`src/hw/rtl/crcrx_pkg.sv`:
```
// Types, constants and the CRC-16/MODBUS byte update for the request frame receiver.
// No dependencies; every other file in this block but assert_macros.svh imports it.
`timescale 1ns / 1ps

package crcrx_pkg;

  localparam int PAYLOAD_BYTES = 16;
  localparam int CNT_W         = 5;
  localparam int ADDR_WORDS    = 4;

  localparam logic [15:0] CRC_INIT      = 16'hFFFF;
  localparam logic [15:0] CRC_POLY      = 16'hA001;
  localparam logic [15:0] TIMEOUT_RESET = 16'd1000;
  localparam logic [15:0] TICKS_MAX     = 16'hFFFF;

  // byte position of the received CRC low byte within a frame
  localparam logic [CNT_W-1:0] CRC_LO_POS = CNT_W'(PAYLOAD_BYTES);

  typedef enum logic [1:0] {
    EV_CRC_GOOD = 2'd0,
    EV_CRC_BAD  = 2'd1,
    EV_TIMEOUT  = 2'd2
  } event_kind_t;

  typedef struct packed {
    logic       line_error;
    logic [7:0] rx_byte;
    logic       command;
  } item_t;

  typedef struct packed {
    event_kind_t                 kind;
    logic [ADDR_WORDS-1:0][15:0] addr;
  } result_t;

  function automatic logic [15:0] crc16_byte(input logic [15:0] crc, input logic [7:0] b);
    logic [15:0] c;
    c = crc ^ {8'h00, b};
    for (int k = 0; k < 8; k++) begin
      c = c[0] ? ((c >> 1) ^ CRC_POLY) : (c >> 1);
    end
    return c;
  endfunction

endpackage

```
`src/hw/rtl/crcrx_in_reg.sv`:
```
// Input register for received beats; releases a beat when the core advances.
// Depends on crcrx_pkg.
`timescale 1ns / 1ps

module crcrx_in_reg (
  input  logic            clk,
  input  logic            rst,
  input  logic            in_valid,
  output logic            in_ready,
  input  crcrx_pkg::item_t in_item,
  input  logic            advance,
  output logic            held_valid,
  output crcrx_pkg::item_t held_item
);
  import crcrx_pkg::*;

  logic held_valid_next;

  assign in_ready = !held_valid || advance;

  always_comb begin
    if (in_valid && in_ready) begin
      held_valid_next = 1'b1;
    end else if (advance) begin
      held_valid_next = 1'b0;
    end else begin
      held_valid_next = held_valid;
    end
  end

  always_ff @(posedge clk) begin
    if (rst) begin
      held_valid <= 1'b0;
    end else begin
      held_valid <= held_valid_next;
    end
  end

  always_ff @(posedge clk) begin
    if (in_valid && in_ready) begin
      held_item <= in_item;
    end
  end

endmodule

```
`src/hw/rtl/crcrx_core.sv`:
```
// Frame state: byte count, running CRC, address capture and idle tick counter.
// Depends on crcrx_pkg (crc16_byte, item and result types).
`timescale 1ns / 1ps

module crcrx_core (
  input  logic               clk,
  input  logic               rst,
  input  logic               cfg_wr_en,
  input  logic [15:0]        cfg_wr_data,
  input  logic               advance,
  input  crcrx_pkg::item_t   item,
  output logic               res_valid,
  output crcrx_pkg::result_t res
);
  import crcrx_pkg::*;

  logic [15:0]                 timeout_ticks;
  logic [CNT_W-1:0]            byte_count;
  logic [15:0]                 running_crc;
  logic [15:0]                 idle_ticks;
  logic [ADDR_WORDS-1:0][15:0] address_words;
  logic [7:0]                  crc_low_byte;

  logic [CNT_W-1:0]            byte_count_next;
  logic [15:0]                 running_crc_next;
  logic [15:0]                 idle_ticks_next;
  logic [ADDR_WORDS-1:0][15:0] address_words_next;
  logic [7:0]                  crc_low_byte_next;

  logic [15:0] limit;
  logic [15:0] ticks_inc;
  logic [1:0]  word_sel;

  assign limit     = (timeout_ticks == 16'd0) ? 16'd1 : timeout_ticks;
  assign ticks_inc = (idle_ticks == TICKS_MAX) ? idle_ticks : idle_ticks + 16'd1;
  assign word_sel  = byte_count[3:2];

  always_comb begin
    byte_count_next    = byte_count;
    running_crc_next   = running_crc;
    idle_ticks_next    = idle_ticks;
    address_words_next = address_words;
    crc_low_byte_next  = crc_low_byte;
    res_valid          = 1'b0;
    res.kind           = EV_CRC_GOOD;
    res.addr           = address_words;
    if (item.command) begin
      if (byte_count != '0) begin
        if (ticks_inc >= limit) begin
          // drop the partial frame
          byte_count_next  = '0;
          running_crc_next = CRC_INIT;
          idle_ticks_next  = '0;
          res_valid        = 1'b1;
          res.kind         = EV_TIMEOUT;
          res.addr         = '0;
        end else begin
          idle_ticks_next = ticks_inc;
        end
      end
    end else if (!item.line_error) begin
      if (byte_count < CRC_LO_POS) begin
        running_crc_next = crc16_byte(running_crc, item.rx_byte);
        // address bytes sit at offsets 0 and 1 of each 4-byte group
        if (!byte_count[1]) begin
          if (byte_count[0]) begin
            address_words_next[word_sel][15:8] = item.rx_byte;
          end else begin
            address_words_next[word_sel][7:0] = item.rx_byte;
          end
        end
        byte_count_next = byte_count + CNT_W'(1);
      end else if (byte_count == CRC_LO_POS) begin
        crc_low_byte_next = item.rx_byte;
        byte_count_next   = byte_count + CNT_W'(1);
      end else begin
        res_valid        = 1'b1;
        res.kind         = ({item.rx_byte, crc_low_byte} == running_crc) ? EV_CRC_GOOD
                                                                          : EV_CRC_BAD;
        byte_count_next  = '0;
        running_crc_next = CRC_INIT;
        idle_ticks_next  = '0;
      end
    end
  end

  always_ff @(posedge clk) begin
    if (rst) begin
      timeout_ticks <= TIMEOUT_RESET;
      byte_count    <= '0;
      running_crc   <= CRC_INIT;
      idle_ticks    <= '0;
    end else begin
      if (cfg_wr_en) begin
        timeout_ticks <= cfg_wr_data;
      end
      if (advance) begin
        byte_count  <= byte_count_next;
        running_crc <= running_crc_next;
        idle_ticks  <= idle_ticks_next;
      end
    end
  end

  always_ff @(posedge clk) begin
    if (advance) begin
      address_words <= address_words_next;
      crc_low_byte  <= crc_low_byte_next;
    end
  end

endmodule

```
`src/hw/rtl/crcrx_out_reg.sv`:
```
// Result register between the core and the master-side stream.
// Depends on crcrx_pkg (result type).
`timescale 1ns / 1ps

module crcrx_out_reg (
  input  logic               clk,
  input  logic               rst,
  input  logic               held_valid,
  output logic               advance,
  input  logic               res_valid,
  input  crcrx_pkg::result_t res,
  output logic               out_valid,
  input  logic               out_ready,
  output crcrx_pkg::result_t out_res
);
  import crcrx_pkg::*;

  logic out_valid_next;

  // advance when a beat is held and the result slot is empty or drains this cycle
  assign advance = held_valid && (!out_valid || out_ready);

  always_comb begin
    if (advance) begin
      out_valid_next = res_valid;
    end else if (out_ready) begin
      out_valid_next = 1'b0;
    end else begin
      out_valid_next = out_valid;
    end
  end

  always_ff @(posedge clk) begin
    if (rst) begin
      out_valid <= 1'b0;
    end else begin
      out_valid <= out_valid_next;
    end
  end

  always_ff @(posedge clk) begin
    if (advance && res_valid) begin
      out_res <= res;
    end
  end

endmodule

```
`src/hw/rtl/crc16_request_frame_receiver.sv`:
```
// Top level of the CRC-16/MODBUS request frame receiver.
// Depends on crcrx_pkg, crcrx_in_reg, crcrx_core and crcrx_out_reg.
`timescale 1ns / 1ps

// Takes one beat per cycle while s_axis_tready is high: a received byte (tuser[0] low) or a
// timer tick (tuser[0] high), with tuser[1] flagging a line error that drops the byte. Each beat
// waits in the input register while the core's combinational unrolled CRC byte update runs; the
// result then passes through the output register to the master side. A result beat stalled on the
// master side holds the input beat behind it. An 18-byte frame yields one beat on the master
// side: tuser is the event kind (0 good CRC, 1 bad CRC, 2 timeout) and tdata carries the four
// addresses, which are zero for a timeout. The timeout register is written through
// cfg_wr_en / cfg_wr_data, resets to 1000 ticks and treats 0 as 1; write it only while the
// block is idle.
module crc16_request_frame_receiver (
  input  logic        clk,
  input  logic        rst,
  input  logic        cfg_wr_en,
  input  logic [15:0] cfg_wr_data,
  input  logic        s_axis_tvalid,
  output logic        s_axis_tready,
  input  logic [7:0]  s_axis_tdata,   // rx_byte
  input  logic [1:0]  s_axis_tuser,   // command, line_error
  output logic        m_axis_tvalid,
  input  logic        m_axis_tready,
  output logic [63:0] m_axis_tdata,   // address_0, address_1, address_2, address_3
  output logic [1:0]  m_axis_tuser    // event_kind
);
  import crcrx_pkg::*;

  item_t   in_item;
  item_t   held_item;
  logic    held_valid;
  logic    advance;
  logic    res_valid;
  result_t res;
  result_t out_res;

  assign in_item.command    = s_axis_tuser[0];
  assign in_item.line_error = s_axis_tuser[1];
  assign in_item.rx_byte    = s_axis_tdata;

  crcrx_in_reg u_in_reg (
    .clk        (clk),
    .rst        (rst),
    .in_valid   (s_axis_tvalid),
    .in_ready   (s_axis_tready),
    .in_item    (in_item),
    .advance    (advance),
    .held_valid (held_valid),
    .held_item  (held_item)
  );

  crcrx_core u_core (
    .clk         (clk),
    .rst         (rst),
    .cfg_wr_en   (cfg_wr_en),
    .cfg_wr_data (cfg_wr_data),
    .advance     (advance),
    .item        (held_item),
    .res_valid   (res_valid),
    .res         (res)
  );

  crcrx_out_reg u_out_reg (
    .clk        (clk),
    .rst        (rst),
    .held_valid (held_valid),
    .advance    (advance),
    .res_valid  (res_valid),
    .res        (res),
    .out_valid  (m_axis_tvalid),
    .out_ready  (m_axis_tready),
    .out_res    (out_res)
  );

  assign m_axis_tdata = out_res.addr;
  assign m_axis_tuser = out_res.kind;

endmodule

```
`config.mk`:
```
export PLATFORM = sky130hd
export DESIGN_NAME = crc16_request_frame_receiver
export DESIGN_NICKNAME = d
export VERILOG_FILES = /design/src/hw/rtl/crcrx_pkg.sv /design/src/hw/rtl/crcrx_in_reg.sv /design/src/hw/rtl/crcrx_core.sv /design/src/hw/rtl/crcrx_out_reg.sv /design/src/hw/rtl/crc16_request_frame_receiver.sv
export SDC_FILE = /design/constraint.sdc
export NUM_CORES = 1
export LEC_CHECK = 0
export ABC_AREA = 1
export BUFFER_PORTS_ARGS = -buffer_cell sky130_fd_sc_hd__buf_4
export CAP_MARGIN = 10
export CORE_MARGIN = 3
export CORE_UTILIZATION = 40
export DETAILED_ROUTE_END_ITERATION = 7
export GPL_ROUTABILITY_DRIVEN = 0
export PLACE_DENSITY = 0.56
export SETUP_SLACK_MARGIN = 0.1
export SYNTH_ARGS = -nofsm -noshare
export SYNTH_HDL_FRONTEND = slang
export SYNTH_HIERARCHICAL = 1
export SYNTH_SLANG_ARGS = --single-unit
```
`constraint.sdc`:
```
create_clock -name clk -period 13.65 [get_ports clk]
set_input_delay 0.6825 -clock clk [delete_from_list [all_inputs] [get_ports clk]]
set_output_delay 0.6825 -clock clk [all_outputs]
set_load 0.02 [all_outputs]
```
After elaboration in Yosys (flattened, before gate mapping):

Cells that the tools add are included.

* output and inout port bits: 68
* logic and storage cells: 117
* bits in registers: 203
* input port bits: 31

* reduce and logical (&&, ||, !) cells: 17
* equal/unequal tests: 9
* bitwise gates (word level): 13
* $lt $le $gt $ge: 4
* muxes and demuxes: 53
* $add $sub $neg: 2

Operators with widths (number)
* $mux 16: 23
* $mux 66: 2
* $bwmux 64: 2
* $mux 64: 2
* $demux 16 s2: 2
* $mux 5: 6
* $not 2->3: 8
* $reduce_and 5->1: 4
* $add 16x1->16 const B: 1
* $eq 16x16->1: 1
* $eq 16x16->1 const B: 1
* $ge 16x16->1: 1
* $logic_not 16->1: 1
* $xor 16x8->16: 1
* $mux 1: 11
* $mux 2: 4
* $mux 8: 1
* $ne 2x2->1 const B: 3
* $add 5x1->5 const B: 1
* $eq 5x5->1 const B: 1
* $lt 5x5->1 const B: 1
* $reduce_bool 5->1: 1
* $logic_and 1x1->1: 4
* $ne 2x1->1 const B: 2
* 8 further kinds: 14

Logic depth before layout (Yosys ltp):

Gate-level depths: netlist (run 1).

* depth after elaboration: 20
* depth in mapped cells: 22
* depth with buffers taken out: 22

By module:

The synthesis (run 1) kept the hierarchy.

Modules (own cells, without submodules)
* crcrx_core: cells an instance 840, area each 6605.1 µm², instances 1, seq. area each 3223.1 µm²
* crcrx_out_reg: cells an instance 78, area each 2050.7 µm², instances 1, seq. area each 2001.9 µm²
* crcrx_in_reg: cells an instance 16, area each 347.8 µm², instances 1, seq. area each 320.3 µm²

Worst setup path before layout (run 1):

OpenSTA, ideal clock, no wires.

* path type: flip-flop to flip-flop
* start point: register u_core.idle_ticks[0]
* end point: register, netlist name u_out_reg/out_res[0]
* stages on the path, launching flop included: 19
* period minus slack after synthesis: 5.297 ns
* setup time: 0.478 ns
* data required time: 13.172 ns
* arrival time: 4.819 ns
* setup slack: 8.353 ns
* path through: dfxtp_1 ha_1 nand2_1 nor2_2 nand4_2 inv_2 nand2_2 inv_2 nor3_2 xor2_1 ha_1 nand2_1 nor3_2 nand3_1 nand3_1 nand2_1 nand2_1 inv_1 nor3_2

* word-level cells in the longest chain between the ends: 7
* elaborated cells on any way between the ends: 8
* those cells by class: add/sub (1); order compare (1); eq/ne (1); mux (4); reduce/logical (1)

RTL lines
* start: declaration: RTL line crcrx_core.sv:20 `logic [15:0] idle_ticks;`
* start signal: assignment: RTL line crcrx_core.sv:100 `idle_ticks <= idle_ticks_next;`
* $add 16x1->16 / $eq 16x16->1 (equally long branches): RTL line crcrx_core.sv:35 `assign ticks_inc = (idle_ticks == TICKS_MAX) ? idle_ticks : idle_ticks + 16'd1;`
* $mux 16 (*): RTL line crcrx_core.sv:35
* $ge 16x16->1 (*): RTL line crcrx_core.sv:49 `if (ticks_inc >= limit) begin`
* $mux 1 (*): RTL line crcrx_core.sv:49
* $mux 1 (*): RTL line crcrx_core.sv:48 `if (byte_count != '0) begin`
* $mux 1 (*): RTL line crcrx_core.sv:47 `if (item.command) begin`
* via res_valid: RTL line crc16_request_frame_receiver.sv:34 `logic res_valid;`
* $logic_and 1x1->1 (*): RTL line crcrx_out_reg.sv:42 `if (advance && res_valid) begin`

Mark *: on every way through the listed nets, which the timed path passes. The rest lies on a longest branch.
A chain may end at the register's enable or synchronous reset.

Worst setup path after layout (run 1):

* start point: register u_core.idle_ticks[0]
* end point: register, netlist name u_out_reg/out_res[0]

* word-level cells in the longest chain between the ends: 7
* elaborated cells on any way between the ends: 8
* those cells by class: add/sub (1); order compare (1); eq/ne (1); mux (4); reduce/logical (1)

RTL lines (RTL line)
* $add 16x1->16 / $eq 16x16->1 (equally long branches): crcrx_core.sv:35
* $mux 16 (*): crcrx_core.sv:35
* $ge 16x16->1 (*): crcrx_core.sv:49
* $mux 1 (*): crcrx_core.sv:49
* $mux 1 (*): crcrx_core.sv:48
* $mux 1 (*): crcrx_core.sv:47
* via res_valid: crc16_request_frame_receiver.sv:34
* $logic_and 1x1->1 (*): crcrx_out_reg.sv:42

Marked as above.

==> results.cfg, run 1 <==
[placed_design]
post-dp-hpwl_um = 12600
portBuffers = 98
dp_worst_setup_slack_ps = 9740
dp_cells = 1291

[setup_path]
rrSetupSlack_ps = 9730
cp.required_ps = 13760
end_kind = flop
worst-path-max-fanout = 66
arrival_ps = 4030
critPathKind = reg2reg
cp-start-kind = flop

[sta]
relSlewSlack_pct = 25.9
rsz0062_at_grt = no
clock_skew_ps = 10.4
finalMaxSlewViolations = 0
tns_ps = 0
period_share_pct = 28.7
hold_violations = 0
hold_ws_ps = 364
fmax_ghz = 0.255
worst_slack_ps = 9730
tightest_slew_ps = 1110
setup_viol = 0
period_needed_ps = 3920

[cells_and_area]
nets = 1085
final_util_pct = 49.0
antenna_cells = 0
drive_gt1_share_pct = 16.4
final_cell_mix = nand2_1, nor2_1, edfxtp_1
final.fill_count = 2061
final_cells = 1331
syn_to_final_growth_pct = 19.4
final_common_cell = nand2_1

[global_routing]
grt_util_all_layers_pct = 15.4
grt_max_degree = 67
grt_pass1_wl_um = 30700
grt_pass1_vias = 6027
overflow = 0
antenna_found_initial = 0

[run_status]
status = finished, final reports clean

[clock_network]
numCtsBuffers = 22
clk_latency_ps = 490
cts_resized = 0
cts_sinks = 203
cts_hold_buf = 0
ctsHtreeMaxLevel = 1
cts_buffer_depth = 3
cts_setup_buffers = 0
path_clk_slew_ps = 60
cts_root_buf = clkbuf_16
cts_tree = yes

[drt]
wl_um = 18700
route.vias.total = 6216
via_per_inst = 4.67
drc = 0
dr.pass1.iters = 5
drt_iter0_markers = 374
wl_per_cell_um = 14.1
ant_nets = 0

[synth]
synth_seq_cells = 203
synth-edff-count = 148
syn_area_sq_mm = 0.00900
synth_area_leaders = edfxtp_1, dfxtp_1, nand2_1
yosys.cell_types.count = 39
synth_flop_cell = edfxtp_1
yosys_warnings = 6
yosysSeqAreaShare_pct = 61.6
syn_area_per_cell_sq_um = 9.64
yosysTopAreaCell = edfxtp_1
syn-instance-count = 934
async_flop_share_pct = 0
synth.net_count = 984
synth_top_area_share_pct = 49.4

[die]
die_h_um = 156
die-area_sq_mm = 0.0243
coreArea_sq_mm = 0.0220
die_x_um = 156
rows = 54
initial_core_util_pct = 41.0
ios = 99

[power_and_ir_drop]
power_density_mw_per_mm2 = 128
seqPwrFrac_pct = 49.2
p_switching_uw = 292
combinationalPowerShare_pct = 5.9
vdd_drop_max_uv = 77.6
power.internal_uw = 1080
p_clk_share_pct = 44.9
swShare_pct = 21.2
p_leak_uw = 0.00469

[worst_hold_path]
hold_path_class = in2reg

[flow_run]
max_cap_viol_count = 0
## power by group through the flow
stage / logic (uW) / registers (uW) / clock network (uW)
after floorplan: 57.4 / 687 / 0
after global placement: 80.7 / 690 / 0
after detailed placement: 81.7 / 690 / 0
after CTS: 82.2 / 677 / 636
after global routing: 93.9 / 678 / 662
final: 81.1 / 677 / 617
## final cells by class
| cell class | instances | area (sq um) | share of cell area [%] |
|---|---|---|---|
| sequential | 203 | 5550 | 51.6 |
| clock buffer | 31 | 616 | 5.72 |
| tap | 280 | 350 | 3.26 |
| timing repair buffer | 102 | 766 | 7.12 |
| multi-input combinational | 562 | 2800 | 26.0 |
| inverter | 144 | 541 | 5.03 |
| clock inverter | 9 | 141 | 1.31 |
## Yosys cell counts (5+ instances only)
library cell	n
nor4_1	8
inv_2	17
nand2_1	177
xor2_1	22
clkbuf_1	10
dfxtp_1	55
a21oi_1	51
ha_1	19
nand3_1	46
nor2_1	159
edfxtp_1	148
buf_2	10
inv_1	126
xnor2_1	5
o21ai_0	36
## per-layer routing
metal	GRT usage [%]	part of all wire, %
met4	3.15	1.2
met1	22.1	49
met2	24.8	45
met5	0	0
met3	2.77	5.2
## worst max-delay path, stage by stage (launching register included)
cell      delay [ps]
dfxtp_1          380
ha_1             190
nand2_1           90
nor2_2           250
nand4_1          350
xor2_1           280
inv_1             60
ha_1             190
inv_1             60
a21oi_1           50
o21ai_0          150
nand2_1           80
o211ai_1          90
nand2_1          110
nand3_1           90
nand2_1           80
nand2_1           60
inv_1             70
nor3_4           160
buf_4            680
## worst paths after layout
| check | startpoint | end | depth (start not counted) |
|---|---|---|---|
| max | u_core/idle_ticks[0] | u_out_reg/out_res[0] | 19 |
| min | s_axis_tuser[0] | u_in_reg/held_item[0] | 1 |
| max reg2reg | u_core/idle_ticks[0] | u_out_reg/out_res[0] | 19 |
| min reg2reg | u_core/timeout_ticks[2] | u_core/timeout_ticks[2] | 2 |
## flip-flops by register name, summed over array words and instances (netlist names)
signal	flops
u_core/byte_count	5
u_core/timeout_ticks	16
u_core/idle_ticks	16
u_in_reg/held_valid	1
u_out_reg/out_res	66
u_core/address_words	64
u_core/crc_low_byte	8
u_core/running_crc	16
u_out_reg/out_valid	1
u_in_reg/held_item	10
## logic make-up after synthesis
kind of cell	share of synthesized area, %
buf+inv	7.43
fa+ha+maj	2.64
compound gates	5.89
simple gates	19.8
xor+xnor	2.63
flops	61.6
## per-stage QoR
step	total power, uW	cell area [sq um]
after floorplan	744	9000
after global placement	770	10000
after detailed placement	771	10000
after CTS	1390	10800
after global routing	1430	10800
final	1380	10800
No activity file was read; power rests on OpenSTA's default activity.
==> run 2, diff against run 1 <==
==> constraint.sdc (replaced) <==
create_clock -name clk -period 4.09 [get_ports clk]
set_input_delay 0.2045 -clock clk [delete_from_list [all_inputs] [get_ports clk]]
set_output_delay 0.2045 -clock clk [all_outputs]
set_load 0.02 [all_outputs]
==> run 2 against run 1 <==
  * Critical endpoint is now u_out_reg/out_res[4]
  * Highest routed layer unchanged
  * Via count is 3.0% higher
  * Utilization increased by 1.5 points
  * Clock power rose to 3.0 times the previous value
  * Sequential share of layout area decreased by 1.4 points
  * Fmax up 13%
==> results.cfg, run 2 (synthesis gave the netlist of run 1 again) <==
[run_status]
status = finished, final reports clean

[worst_hold_path]
hp-start = cfg_wr_en
min_to = u_core/timeout_ticks[3]
whs_path_depth = 2
hold_path_class = in2reg

[setup_path]
cp_top_family = simple AND/OR/NAND/NOR gates
crit_chain = nand2_1 -> nor3_4 -> nand2_2 -> nor3_1 -> xnor2_1 -> nand2_1 -> ha_1 -> nand2_1 -> nor3_2 -> nand3_1 -> nand3_1 -> nand2_1 -> inv_2 -> buf_4 -> nor2_1
cp_slowest_cell = inv_2
cp.required_ps = 4340
crit_buf_inv = 2
cp_common_cell = nand2_1
rrSetupSlack_ps = 620
arrival_ps = 3720
critPathKind = reg2reg
worst-path-max-fanout = 41
path_depth = 15
cp-start-kind = flop
reg2reg_to = u_out_reg/out_res[4]
end_kind = flop
slowest_delay_ps = 520
rr_worst_depth = 15
r2r-start = u_core/idle_ticks[6]

[cells_and_area]
drive_gt1_share_pct = 17.3
final_common_cell = nand2_1
antenna_cells = 0
regMostFlops = u_out_reg/out_res
nets = 1119
top_regs = u_out_reg/out_res: 66 flops, u_core/address_words: 64 flops
final_cell_mix = nand2_1, nor2_1, edfxtp_1
syn_to_final_growth_pct = 23.1
final.fill_count = 2059
largest_reg_flops = 66

[clock_network]
cts_tree = yes
ctsHtreeMaxLevel = 1
cts_sinks = 203
cts_buffer_depth = 3
path_clk_slew_ps = 60
cts_resized = 0
clk_latency_ps = 500
numCtsBuffers = 22
cts_root_buf = clkbuf_16

[drt]
wl_per_cell_um = 13.9
drc = 0
drt_iter0_markers = 391
wl_um = 18900
dr.pass1.iters = 4
route.vias.total = 6403
via_per_inst = 4.69
ant_nets = 0

[sta]
rsz0062_at_grt = no
tightest_slew_ps = 1130
finalMaxSlewViolations = 0
hold_ws_ps = 18.2
setup_viol = 0
period_share_pct = 84.8
fmax_ghz = 0.288
tns_ps = 0
period_needed_ps = 3470
relSlewSlack_pct = 24.4
hold_violations = 0
clock_skew_ps = 10.5

[global_routing]
grt_max_degree = 67
overflow = 0
use_met1_pct = 22.2
met2_usage_pct = 25.9
grt_pass1_wl_um = 31400
antenna_found_initial = 0
grt.met3_usage_pct = 2.69
top_usage_layer = met2
grt_util_all_layers_pct = 15.8
grt_pass1_vias = 6220

[die]
coreArea_sq_mm = 0.0220
ios = 99
die-area_sq_mm = 0.0243
rows = 54
initial_core_util_pct = 41.0
die_x_um = 156
die_h_um = 156

[placed_design]
post-dp-hpwl_um = 12800
portBuffers = 98

[flow_run]
max_cap_viol_count = 0

[power_and_ir_drop]
vdd_drop_max_uv = 247
power_density_mw_per_mm2 = 396
p_leak_uw = 0.00481
run 2: cell count changes in the layout (fill, tap and decap cells not counted), moves of 2 or more:
cell,previous run,this run
nand2_1,177,175
ha_4,0,2
dfxtp_1,55,50
bufinv_16,4,1
ha_1,19,16
clkinv_2,2,6
dlygate4sd3_1,0,33
inv_1,125,123
dfxtp_2,0,3
dfxtp_4,0,2
inv_4,0,2
run 2: worst max-delay path by stage:
stage	startpoint	end	slack [ps]
2_1_floorplan	u_core/idle_ticks[0]	u_out_reg/out_res[0]	40
3_3_place_gp	u_core/idle_ticks[2]	u_out_reg/out_res[9]	610
3_5_place_dp	u_core/idle_ticks[1]	u_out_reg/out_res[4]	610
4_1_cts	u_core/idle_ticks[2]	u_out_reg/out_res[15]	570
5_1_grt	u_core/idle_ticks[0]	u_out_reg/out_res[15]	130
6_report	u_core/idle_ticks[6]	u_out_reg/out_res[4]	620
run 2: per-layer routing:
metal / share of wire, % / wire length (um) / vias up
met5: 0 / 0 / -
met1: 48 / 9030 / 2930
li1: - / - / 3305
met4: 1.7 / 325 / 0
met2: 46 / 8630 / 146
met3: 5.1 / 960 / 22
run 2: power breakdown:
group / internal [uW] / switching, uW / leakage, uW
registers: 2220 / 34.5 / 0.00200
logic: 118 / 184 / 0.00248
clock network: 1060 / 774 / 0.000329
run 2: what timing repair did:
item | CTS | global route
endpoints found under the hold margin | 27 | 0
setup buffers | 0 | 0
hold buffers | 33 | 0
run 2: worst reg2reg max path, cell delays in order (launching register included):
cell,delay (ps)
dfxtp_1,400
nand2_1,110
nor3_4,160
nand2_2,150
nor3_1,200
xnor2_1,150
nand2_1,120
ha_1,320
nand2_1,70
nor3_2,220
nand3_1,150
nand3_1,140
nand2_1,100
inv_2,520
buf_4,340
nor2_1,60
run 2: cell type report:
type / count / area (sq um) / area share, %
Clock buffer: 28 / 573 / 5.17
Inverter: 144 / 546 / 4.92
Clock inverter: 12 / 91.3 / 0.824
Timing Repair Buffer: 136 / 1120 / 10.1
Sequential cell: 203 / 5560 / 50.1
Tap cell: 280 / 350 / 3.16
Multi-Input combinational cell: 562 / 2850 / 25.7
run 2: through the flow:
stage | total power (uW) | cell area [sq um] | instances | setup slack, ps | utilization (%)
2_1_floorplan | 2490 | 9080 | 934 | 39.4 | -
3_3_place_gp | 2580 | 10100 | 1292 | 607 | 45.9
3_5_place_dp | 2580 | 10100 | 1292 | 612 | 45.9
4_1_cts | 4450 | 11100 | 1365 | 572 | 50.5
5_1_grt | 4580 | 11100 | 1365 | 128 | 50.5
6_report | 4390 | 11100 | 1365 | 623 | 50.5
